<file path="config.mk">
export PLATFORM = sky130hd
export DESIGN_NAME = json_pretty_print_formatter
export DESIGN_NICKNAME = d
export VERILOG_FILES = /design/src/hw/rtl/jppf_pkg.sv /design/src/hw/rtl/json_pretty_print_formatter.sv
export SDC_FILE = /design/constraint.sdc
export NUM_CORES = 1
export LEC_CHECK = 0
export ABC_CLOCK_PERIOD_IN_PS = 6000
export CAP_MARGIN = 20
export CORE_UTILIZATION = 50
export CTS_CLUSTER_SIZE = 14
export DETAILED_ROUTE_END_ITERATION = 6
export DONT_BUFFER_PORTS = 1
export PLACE_DENSITY = 0.77
export SETUP_SLACK_MARGIN = 0.05
export SKIP_LAST_GASP = 1
export SLEW_MARGIN = 0
export SYNTH_ARGS = -nofsm -noshare
export SYNTH_HDL_FRONTEND = slang
export SYNTH_SLANG_ARGS = --single-unit
</file>
<file path="constraint.sdc">
create_clock -name clk -period 6 [get_ports clk]
set_input_delay 1.2 -clock clk [delete_from_list [all_inputs] [get_ports clk]]
set_output_delay 1.2 -clock clk [all_outputs]
set_load 0.01 [all_outputs]
</file>
<file path="src/hw/rtl/jppf_pkg.sv">
// Shared types and character constants for the JSON pretty-print formatter.
package jppf_pkg;

  localparam int LEVEL_W   = 7;
  localparam int MAX_LEVEL = 63;
  localparam int SPACES_W  = 10;
  localparam int INDENT_W  = 4;

  localparam logic [INDENT_W-1:0] INDENT_RESET = 4'd2;

  localparam logic [7:0] CH_BSLASH = 8'h5C;
  localparam logic [7:0] CH_COLON  = 8'h3A;
  localparam logic [7:0] CH_QUOTE  = 8'h22;
  localparam logic [7:0] CH_LBRACE = 8'h7B;
  localparam logic [7:0] CH_LBRACK = 8'h5B;
  localparam logic [7:0] CH_RBRACE = 8'h7D;
  localparam logic [7:0] CH_RBRACK = 8'h5D;
  localparam logic [7:0] CH_COMMA  = 8'h2C;
  localparam logic [7:0] CH_LF     = 8'h0A;
  localparam logic [7:0] CH_SPACE  = 8'h20;

  typedef logic signed [LEVEL_W-1:0] level_t;

  typedef struct packed {
    logic [7:0] in_byte;
    logic       start_of_text;
    logic       end_of_text;
  } in_item_t;

  typedef struct packed {
    logic                newline_before;
    logic [SPACES_W-1:0] spaces_before;
    logic [7:0]          text_byte;
    logic                space_after;
    logic                last_chunk;
  } out_item_t;

endpackage

</file>
<file path="src/hw/rtl/json_pretty_print_formatter.sv">
// JSON pretty-print formatter: one output chunk per input byte.
//
// Input channel (in_valid/in_ready/in_data) takes one byte of compact JSON
// text per word, with start_of_text and end_of_text flags. Output channel
// (out_valid/out_ready/out_data) gives one chunk per byte: an optional line
// feed, a count of indent spaces, the byte, and an optional space after it.
// The configuration channel (cfg_valid/cfg_ready/cfg_data) writes the indent
// width and is always ready. The user must write it only while the block is
// idle; the block itself does not enforce this.
//
// Each byte passes one input register, then the formatting logic and the
// state update into the output register. Throughput is one byte per cycle
// while the receiver does not stall; the nesting level and marks update with
// the output register, so each byte sees the state left by the last.
// When the receiver stalls the output register holds, the input register
// fills, and in_ready drops only once both are occupied.
// Synchronous reset empties both registers, clears level, marks and previous
// byte to zero, and sets the indent width to 2.
module json_pretty_print_formatter (
  input  logic                         clk,
  input  logic                         rst,
  input  logic                         in_valid,
  output logic                         in_ready,
  input  jppf_pkg::in_item_t           in_data,
  output logic                         out_valid,
  input  logic                         out_ready,
  output jppf_pkg::out_item_t          out_data,
  input  logic                         cfg_valid,
  output logic                         cfg_ready,
  input  logic [jppf_pkg::INDENT_W-1:0] cfg_data
);

  logic [jppf_pkg::INDENT_W-1:0] indent_width;

  logic               s1_valid;
  jppf_pkg::in_item_t s1_item;
  logic               s1_advance;

  jppf_pkg::level_t nesting_level, nesting_level_next;
  logic             line_start_pending, line_start_pending_next;
  logic             inside_string, inside_string_next;
  logic             after_backslash, after_backslash_next;
  logic [7:0]       previous_byte;

  jppf_pkg::out_item_t res_next;

  // Working copies of the state after an optional start-of-text clear.
  jppf_pkg::level_t lvl_cur;
  logic             lsp_cur, str_cur, esc_cur;
  logic [7:0]       prev_cur;
  jppf_pkg::level_t lvl_ind;
  logic [5:0]       lvl_pos;
  logic [jppf_pkg::SPACES_W-1:0] indent;
  logic             is_close;
  logic             open_prev;

  assign cfg_ready  = 1'b1;
  assign s1_advance = s1_valid && (!out_valid || out_ready);
  assign in_ready   = !s1_valid || s1_advance;

  always_ff @(posedge clk) begin
    if (rst) begin
      indent_width <= jppf_pkg::INDENT_RESET;
    end else if (cfg_valid && cfg_ready) begin
      indent_width <= cfg_data;
    end
  end

  // Input register
  always_ff @(posedge clk) begin
    if (rst) begin
      s1_valid <= 1'b0;
    end else if (in_valid && in_ready) begin
      s1_valid <= 1'b1;
    end else if (s1_advance) begin
      s1_valid <= 1'b0;
    end
  end

  always_ff @(posedge clk) begin
    if (in_valid && in_ready) begin
      s1_item <= in_data;
    end
  end

  always_comb begin
    if (s1_item.start_of_text) begin
      lvl_cur  = '0;
      lsp_cur  = 1'b0;
      str_cur  = 1'b0;
      esc_cur  = 1'b0;
      prev_cur = 8'h00;
    end else begin
      lvl_cur  = nesting_level;
      lsp_cur  = line_start_pending;
      str_cur  = inside_string;
      esc_cur  = after_backslash;
      prev_cur = previous_byte;
    end

    is_close  = (s1_item.in_byte == jppf_pkg::CH_RBRACE) ||
                (s1_item.in_byte == jppf_pkg::CH_RBRACK);
    open_prev = (prev_cur == jppf_pkg::CH_LBRACE) || (prev_cur == jppf_pkg::CH_LBRACK);

    // Closing brackets outside strings indent at the lowered level.
    if (is_close && !str_cur && lvl_cur > -jppf_pkg::level_t'(jppf_pkg::MAX_LEVEL)) begin
      lvl_ind = lvl_cur - jppf_pkg::level_t'(1);
    end else begin
      lvl_ind = lvl_cur;
    end
    lvl_pos = (lvl_ind > 0) ? lvl_ind[5:0] : 6'd0;
    indent  = {4'd0, lvl_pos} * {6'd0, indent_width};

    nesting_level_next      = lvl_cur;
    line_start_pending_next = lsp_cur;
    inside_string_next      = str_cur;
    after_backslash_next    = 1'b0;

    res_next.newline_before = 1'b0;
    res_next.spaces_before  = '0;
    res_next.text_byte      = s1_item.in_byte;
    res_next.space_after    = 1'b0;
    res_next.last_chunk     = s1_item.end_of_text;

    case (s1_item.in_byte)
      jppf_pkg::CH_BSLASH: begin
        after_backslash_next = !esc_cur && str_cur;
      end
      jppf_pkg::CH_COLON: begin
        res_next.space_after = !str_cur;
      end
      jppf_pkg::CH_QUOTE: begin
        if (lsp_cur) begin
          res_next.newline_before = 1'b1;
          res_next.spaces_before  = indent;
          line_start_pending_next = 1'b0;
        end
        if (!esc_cur) begin
          inside_string_next = !str_cur;
        end
      end
      jppf_pkg::CH_LBRACE, jppf_pkg::CH_LBRACK: begin
        if (!str_cur) begin
          if (lvl_cur < jppf_pkg::level_t'(jppf_pkg::MAX_LEVEL)) begin
            nesting_level_next = lvl_cur + jppf_pkg::level_t'(1);
          end
          line_start_pending_next = 1'b1;
        end
      end
      jppf_pkg::CH_RBRACE, jppf_pkg::CH_RBRACK: begin
        if (!str_cur) begin
          res_next.newline_before = !open_prev;
          nesting_level_next      = lvl_ind;
          if (!lsp_cur) begin
            res_next.spaces_before = indent;
          end
        end
      end
      jppf_pkg::CH_COMMA: begin
        if (!str_cur) begin
          line_start_pending_next = 1'b1;
        end
      end
      default: begin
        if (lsp_cur) begin
          res_next.newline_before = 1'b1;
          res_next.spaces_before  = indent;
          line_start_pending_next = 1'b0;
        end
      end
    endcase
  end

  // Advance state and output register together
  always_ff @(posedge clk) begin
    if (rst) begin
      nesting_level      <= '0;
      line_start_pending <= 1'b0;
      inside_string      <= 1'b0;
      after_backslash    <= 1'b0;
      previous_byte      <= 8'h00;
    end else if (s1_advance) begin
      nesting_level      <= nesting_level_next;
      line_start_pending <= line_start_pending_next;
      inside_string      <= inside_string_next;
      after_backslash    <= after_backslash_next;
      previous_byte      <= s1_item.in_byte;
    end
  end

  always_ff @(posedge clk) begin
    if (rst) begin
      out_valid <= 1'b0;
    end else if (s1_advance) begin
      out_valid <= 1'b1;
    end else if (out_ready) begin
      out_valid <= 1'b0;
    end
  end

  always_ff @(posedge clk) begin
    if (s1_advance) begin
      out_data <= res_next;
    end
  end

  a_level_range: assert property (@(posedge clk) disable iff (rst)
    (nesting_level <= jppf_pkg::level_t'(jppf_pkg::MAX_LEVEL)) &&
    (nesting_level >= -jppf_pkg::level_t'(jppf_pkg::MAX_LEVEL)))
    else $error("nesting level out of range");

  a_escape_in_string: assert property (@(posedge clk) disable iff (rst)
    after_backslash |-> inside_string)
    else $error("escape mark set outside a string");

  a_space_after_colon: assert property (@(posedge clk) disable iff (rst)
    (out_valid && out_data.space_after) |-> (out_data.text_byte == jppf_pkg::CH_COLON))
    else $error("trailing space on a byte other than a colon");

  a_indent_source: assert property (@(posedge clk) disable iff (rst)
    (out_valid && out_data.spaces_before != '0) |->
    (out_data.newline_before || out_data.text_byte == jppf_pkg::CH_RBRACE ||
     out_data.text_byte == jppf_pkg::CH_RBRACK))
    else $error("indent without line feed on a non-closing byte");

  a_stall_holds_stage: assert property (@(posedge clk) disable iff (rst)
    (s1_valid && out_valid && !out_ready) |=> s1_valid)
    else $error("input register dropped a word while output stalled");

endmodule

</file>
==> flow_summary.yaml, run 1 <==
run_status:
  outcome: "complete, no violations"
synthesis:
  syn_inst: 380
  synth_cell_types: 69
  synth-adder-area-share_pct: 10.8
  synthXorXnorAreaFrac_pct: 1.47
  yosys_register_bits: 54
  yosysWarnings: 0
  synthMuxAreaShare_pct: 1.96
  synthFlopType: "edfxtp_1"
  ys_async_sr_fraction_pct: 0
  synth_edf_count: 31
  synth-seq-area-share_pct: 38.9
  synth_top_family_by_area: "simple AND/OR/NAND/NOR gates"
  netlist_area_mm2: 0.00358
  synth_nets: 425
  yosys.area_share.simple_pct: 25.2
  avgSynthCellArea_um2: 9.41
  synth_compound_area_share_pct: 16.2
finish:
  layout.cells.non_filler: 463
  syn_to_final_growth_pct: 3.53
  drive_gt1_share_pct: 7.63
  final_nets: 411
  antenna_cells: 0
power_and_ir_drop:
  ir_worst_vdd_mv: 0.0905
  p_leak_nw: 1.38
  power_density_mw_per_mm2: 197
  power_uw: 730
detailed_routing:
  postRouteWirelength_um: 8300
  viasPerCell: 6.18
  drc: 0
  dr.first_iter.drc_count: 337
  dr.pass1.iters: 5
  antenna_left: 0
  wire_per_inst_um: 17.9
  vias: 2862
die:
  core_area_mm2: 0.00687
  die_area_mm2: 0.00749
  ios: 43
  initial_core_util_pct: 52.1
  die_height_um: 86.6
  fp-row-count: 30
  die_x_um: 86.6
clock_network:
  clkLatencyLatePin_ns: 0.32
  cts_setup_buffers: 0
  clock_path_buffers: 2
  cts_made_buffers: 5
  clkTransAtPathRegs_ns: 0.11
  cts_tree: "built"
  clkSinkCount: 54
  cts_max_level: 2
  cts_root_buffer: "clkbuf_8"
  cts.hold.buffers_added: 0
  postCtsResizedCells: 0
place:
  pre_cts_ws_ns: 0.717
  dp.cells: 455
  portBuffers: 0
  detailed_place_hpwl_um: 5980
  finalWeightedCongestion: 0.951
sta:
  relSlewSlack_pct: 41.0
  period_share_pct: 88.9
  final.setup.tns_ns: 0
  worst_hold_slack_ns: 0.432
  drv_slew: 0
  skew_ns: 0.0142
  setup_viol: 0
  rsz0062_at_grt: "no"
  fmax_mhz: 188
  setup_ws_ns: 0.667
  period_minus_slack_ns: 5.33
  hold_violations: 0
  worstMarginPinSlew_ns: 0.879
global_routing:
  grt_max_degree: 29
  grt_pass1_wl_um: 13700
  antenna_found_initial: 0
  groute.usage.overall_pct: 23.8
  overflow: 0
  grt_pass1_vias: 2676
critical_path:
  critPathKind: "register to register"
  r2r_start: "s1_item[1]$_DFFE_PP_"
  crit_path_start_kind: "register"
  cp-startpoint: "s1_item[1]$_DFFE_PP_"
  cp.required_ns: 6.05
  cp-end-kind: "register"
  path_max_fanout: 16
  arrival_ns: 5.38
run:
  maxCapViolations: 0
min_path:
  min-delay-start: "res_next[0]$_DFFE_PP_"
  hp-class: "register to register"
==> layer usage <==
layer | part of all wire (%) | track usage [%] | up-vias
met1 | 45 | 34.1 | 1352
met4 | 2.2 | 9.55 | 0
met3 | 7.8 | 5.62 | 15
li1 | - | - | 1364
met2 | 45 | 34.5 | 131
met5 | 0 | 0 | -
==> metrics by stage <==
step	area [um2]	util [%]
after global routing	3700	53.9
after detailed placement	3600	52.5
after floorplan	3580	-
after global placement	3600	52.5
final	3700	53.9
after CTS	3700	53.9
==> area by class of cell <==
cell class                      instances  area [um2]
Clock buffer                            5        68.8
Clock inverter                          3        28.8
Fill cell                             620        3170
Inverter                               21        78.8
Multi-Input combinational cell        281        1990
Sequential cell                        54        1390
Tap cell                               96         120
Timing Repair Buffer                    3        22.5
==> placed cells by master, fill, tap and decap left out, types with 3 or more instances in the layout <==
cell      instances
o21bai_1          4
nand3b_1          4
nand2_1          32
nor4b_1           3
nand3_1          11
buf_4             3
xnor2_1           6
edfxtp_1         31
nand4_1           4
or3_1             4
nor2_1           27
o21ai_0          10
a31oi_1           3
nand2b_1         10
nand4b_1          3
and2_1            4
nor2b_1           8
nor3_1           14
o211ai_1          3
or4_1             3
fa_1              8
a21oi_1          22
nor4_1            6
a211o_1           3
clkbuf_8          5
ha_1             18
o31ai_1           4
dfxtp_1          23
inv_1            21
mux2i_1           7
a211oi_1          5
and3_1           14
==> worst max-delay path, cell delays in order (launching register included) <==
cell and delay (ns):
edfxtp_1 0.66, nand2b_1 0.32, ha_1 0.29, inv_1 0.08, nor4_2 0.54, a31oi_1 0.22, nor2_2 0.41, nand3_1 0.19
fa_1 0.55, inv_1 0.06, fa_1 0.53, fa_1 0.48, a21o_1 0.20, a21oi_1 0.21, o21bai_1 0.10, mux2i_1 0.15
a21oi_1 0.08
==> flip-flops by register name (all words and copies together), names as in the netlist <==
register and flops:
out_data 21, res_next 9, nesting_level 7, previous_byte 7, indent_width 4, after_backslash 1, inside_string 1, line_start_pending 1
out_valid 1, s1_item 1, s1_valid 1
==> synth_stat cells (all sizes together) (10+ instances only) <==
cell / count / area share, %
nor3: 14 / 2.0
dfxtp: 23 / 13
nand2b: 10 / 1.7
nor2: 28 / 3.0
clkbuf: 16 / 1.7
nand2: 32 / 3.4
and3: 14 / 2.4
inv: 21 / 2.2
nand3: 11 / 1.5
edfxtp: 31 / 26
a21oi: 23 / 3.3
o21ai: 10 / 1.4
ha: 18 / 6.3
==> power breakdown <==
| part | total (mW) | leakage (nW) | switching [mW] | internal, mW |
|---|---|---|---|---|
| logic | 0.0740 | 0.846 | 0.0447 | 0.0293 |
| registers | 0.432 | 0.486 | 0.0232 | 0.409 |
| clock network | 0.224 | 0.0502 | 0.137 | 0.0869 |
==> cell families after synthesis <==
group | after synthesis
other | 1
adder cells (fa/ha/maj) | 26
AO/OA/AOI/OAI | 80
flip-flops | 54
AND/OR/NAND/NOR | 161
multiplexers | 7
XOR/XNOR | 6
buffers and inverters | 45
==> worst paths after layout <==
kind         cells past startpoint  slack (ns)                     end
max                             16        0.67  out_data[18]$_DFFE_PP_
min reg2reg                      0        0.43   out_data[0]$_DFFE_PP_
max reg2reg                     16        0.67  out_data[18]$_DFFE_PP_
min                              0        0.43   out_data[0]$_DFFE_PP_
Note: power is estimated with default switching activity, not from simulation.
==> inputs of run 2 (changes only) <==
Settings changed: ABC_CLOCK_PERIOD_IN_PS 6000 to 4400, CTS_BUF_LIST set to sky130_fd_sc_hd__clkbuf_4 sky130_fd_sc_hd__clkbuf_8 sky130_fd_sc_hd__clkbuf_16, PLACE_DENSITY 0.77 to 0.8.
Clock period 6 ns to 4.4 ns, I/O delays scaled along.
==> flow_summary.yaml, run 2 (synthesis gave the netlist of run 1 again) <==
min_path:
  min-delay-start: "res_next[0]$_DFFE_PP_"
  hp-class: "register to register"
place:
  finalWeightedCongestion: 0.944
  detailed_place_hpwl_um: 6300
  portBuffers: 0
clock_network:
  cts_tree: "built"
  clkTransAtPathRegs_ns: 0.11
  cts_max_level: 2
  cts.hold.buffers_added: 0
  clkLatencyLatePin_ns: 0.31
  clock_path_buffers: 2
  cts_made_buffers: 5
  clkSinkCount: 54
  cts_root_buffer: "clkbuf_8"
critical_path:
  cp.required_ns: 4.45
  path_max_fanout: 8
  critPathKind: "register to register"
  arrival_ns: 4.34
  crit_path_start_kind: "register"
  cp-startpoint: "s1_item[1]$_DFFE_PP_"
  r2r_start: "s1_item[1]$_DFFE_PP_"
  cp-end-kind: "register"
die:
  core_area_mm2: 0.00687
  die_area_mm2: 0.00749
  ios: 43
  fp-row-count: 30
  die_height_um: 86.6
  initial_core_util_pct: 52.1
  die_x_um: 86.6
detailed_routing:
  wire_per_inst_um: 17.5
  drc: 0
  vias: 3074
  viasPerCell: 6.14
  dr.pass1.iters: 5
  antenna_left: 0
  dr.first_iter.drc_count: 491
  postRouteWirelength_um: 8750
finish:
  mostFrequentLayoutCell: "buf_4"
  syn_to_final_growth_pct: 16.0
  antenna_cells: 0
  top_register: "out_data"
  final_cell_mix: "buf_4, nand2_1, edfxtp_1, nor2_1, dfxtp_1"
  drive_gt1_share_pct: 21.0
  largest_reg_flops: 21
  final_nets: 449
global_routing:
  grt_max_degree: 26
  groute.usage.overall_pct: 23.2
  overflow: 0
  grt_pass1_wl_um: 13600
  grt_pass1_vias: 2708
  antenna_found_initial: 0
sta:
  period_minus_slack_ns: 4.29
  hold_violations: 0
  relSlewSlack_pct: 44.6
  setup_viol: 0
  drv_slew: 0
  period_share_pct: 97.4
  skew_ns: 0.0107
  rsz0062_at_grt: "yes"
  worstMarginPinSlew_ns: 0.831
  fmax_mhz: 233
  final.setup.tns_ns: 0
power_and_ir_drop:
  power_mw: 1.02
  power_density_mw_per_mm2: 245
  p_leak_nw: 1.61
  ir_worst_vdd_mv: 0.143
run_status:
  outcome: "complete, no violations"
run:
  maxCapViolations: 0
run 2: changes by cell type in the layout (fill, tap and decap cells not counted), moves of 3 or more:
cell      change
nand2b_1      -3
nand2b_4      +3
inv_1         -3
buf_4        +36
ha_1          -3
run 2: per-layer routing:
layer | up-vias | wire, um | GRT usage (%)
met5 | - | 0 | 0
met4 | 0 | 150 | 5.91
met3 | 13 | 753 | 3.71
met2 | 183 | 4040 | 36.2
met1 | 1435 | 3810 | 33.7
li1 | 1443 | - | -
run 2: worst max-delay path: stages (launching register included):
cell and delay [ns]:
edfxtp_1 0.50, nand2b_4 0.21, inv_4 0.06, ha_4 0.11, o21ba_4 0.15, or3_4 0.38, a211o_1 0.32, a21oi_4 0.17
nand2_1 0.08, fa_1 0.48, inv_1 0.05, fa_1 0.47, fa_2 0.37, a21o_1 0.17, a21oi_2 0.16, o21bai_1 0.10
mux2i_1 0.15, a21oi_1 0.08
run 2: cell type report:
cell class | instances | area (um2)
Multi-Input combinational cell | 281 | 2120
Tap cell | 96 | 120
Clock inverter | 3 | 28.8
Fill cell | 580 | 2720
Sequential cell | 54 | 1390
Inverter | 21 | 81.3
Clock buffer | 5 | 68.8
Timing Repair Buffer | 41 | 338
run 2: stage by stage:
| stage | utilization (%) | cells | setup WS, ns | hold slack (ns) | cell area, um2 |
|---|---|---|---|---|---|
| finish | 60.4 | 501 | 0.113 | 0.443 | 4150 |
| global route | 60.4 | 501 | -0.104 | 0.458 | 4150 |
| CTS | 57.4 | 488 | 0.0522 | 0.447 | 3940 |
| detailed placement | 55.9 | 480 | 0.0277 | 0.420 | 3840 |
| global placement | 55.9 | 480 | 0.125 | 0.403 | 3840 |
| floorplan | - | 380 | 0.0567 | 0.400 | 3630 |
run 2: report_power, final:
group / internal [mW] / switching (mW)
clock: 0.118 / 0.180
combinational: 0.0593 / 0.0804
sequential: 0.558 / 0.0214
run 2: worst paths after layout:
path                                  to  slack, ns  cells after the start
setup / recovery  out_data[18]$_DFFE_PP_       0.11                     17
hold / removal     out_data[0]$_DFFE_PP_       0.44                      0
setup reg to reg  out_data[18]$_DFFE_PP_       0.11                     17
hold reg to reg    out_data[0]$_DFFE_PP_       0.44                      0
run 2: what timing repair did:
item / CTS / global route
endpoints found under the setup margin: 2 / 5
gates resized for setup: 1 / 22
gates cloned: 0 / 1
buffers inserted: 0 / 12
pin swaps: 0 / 9
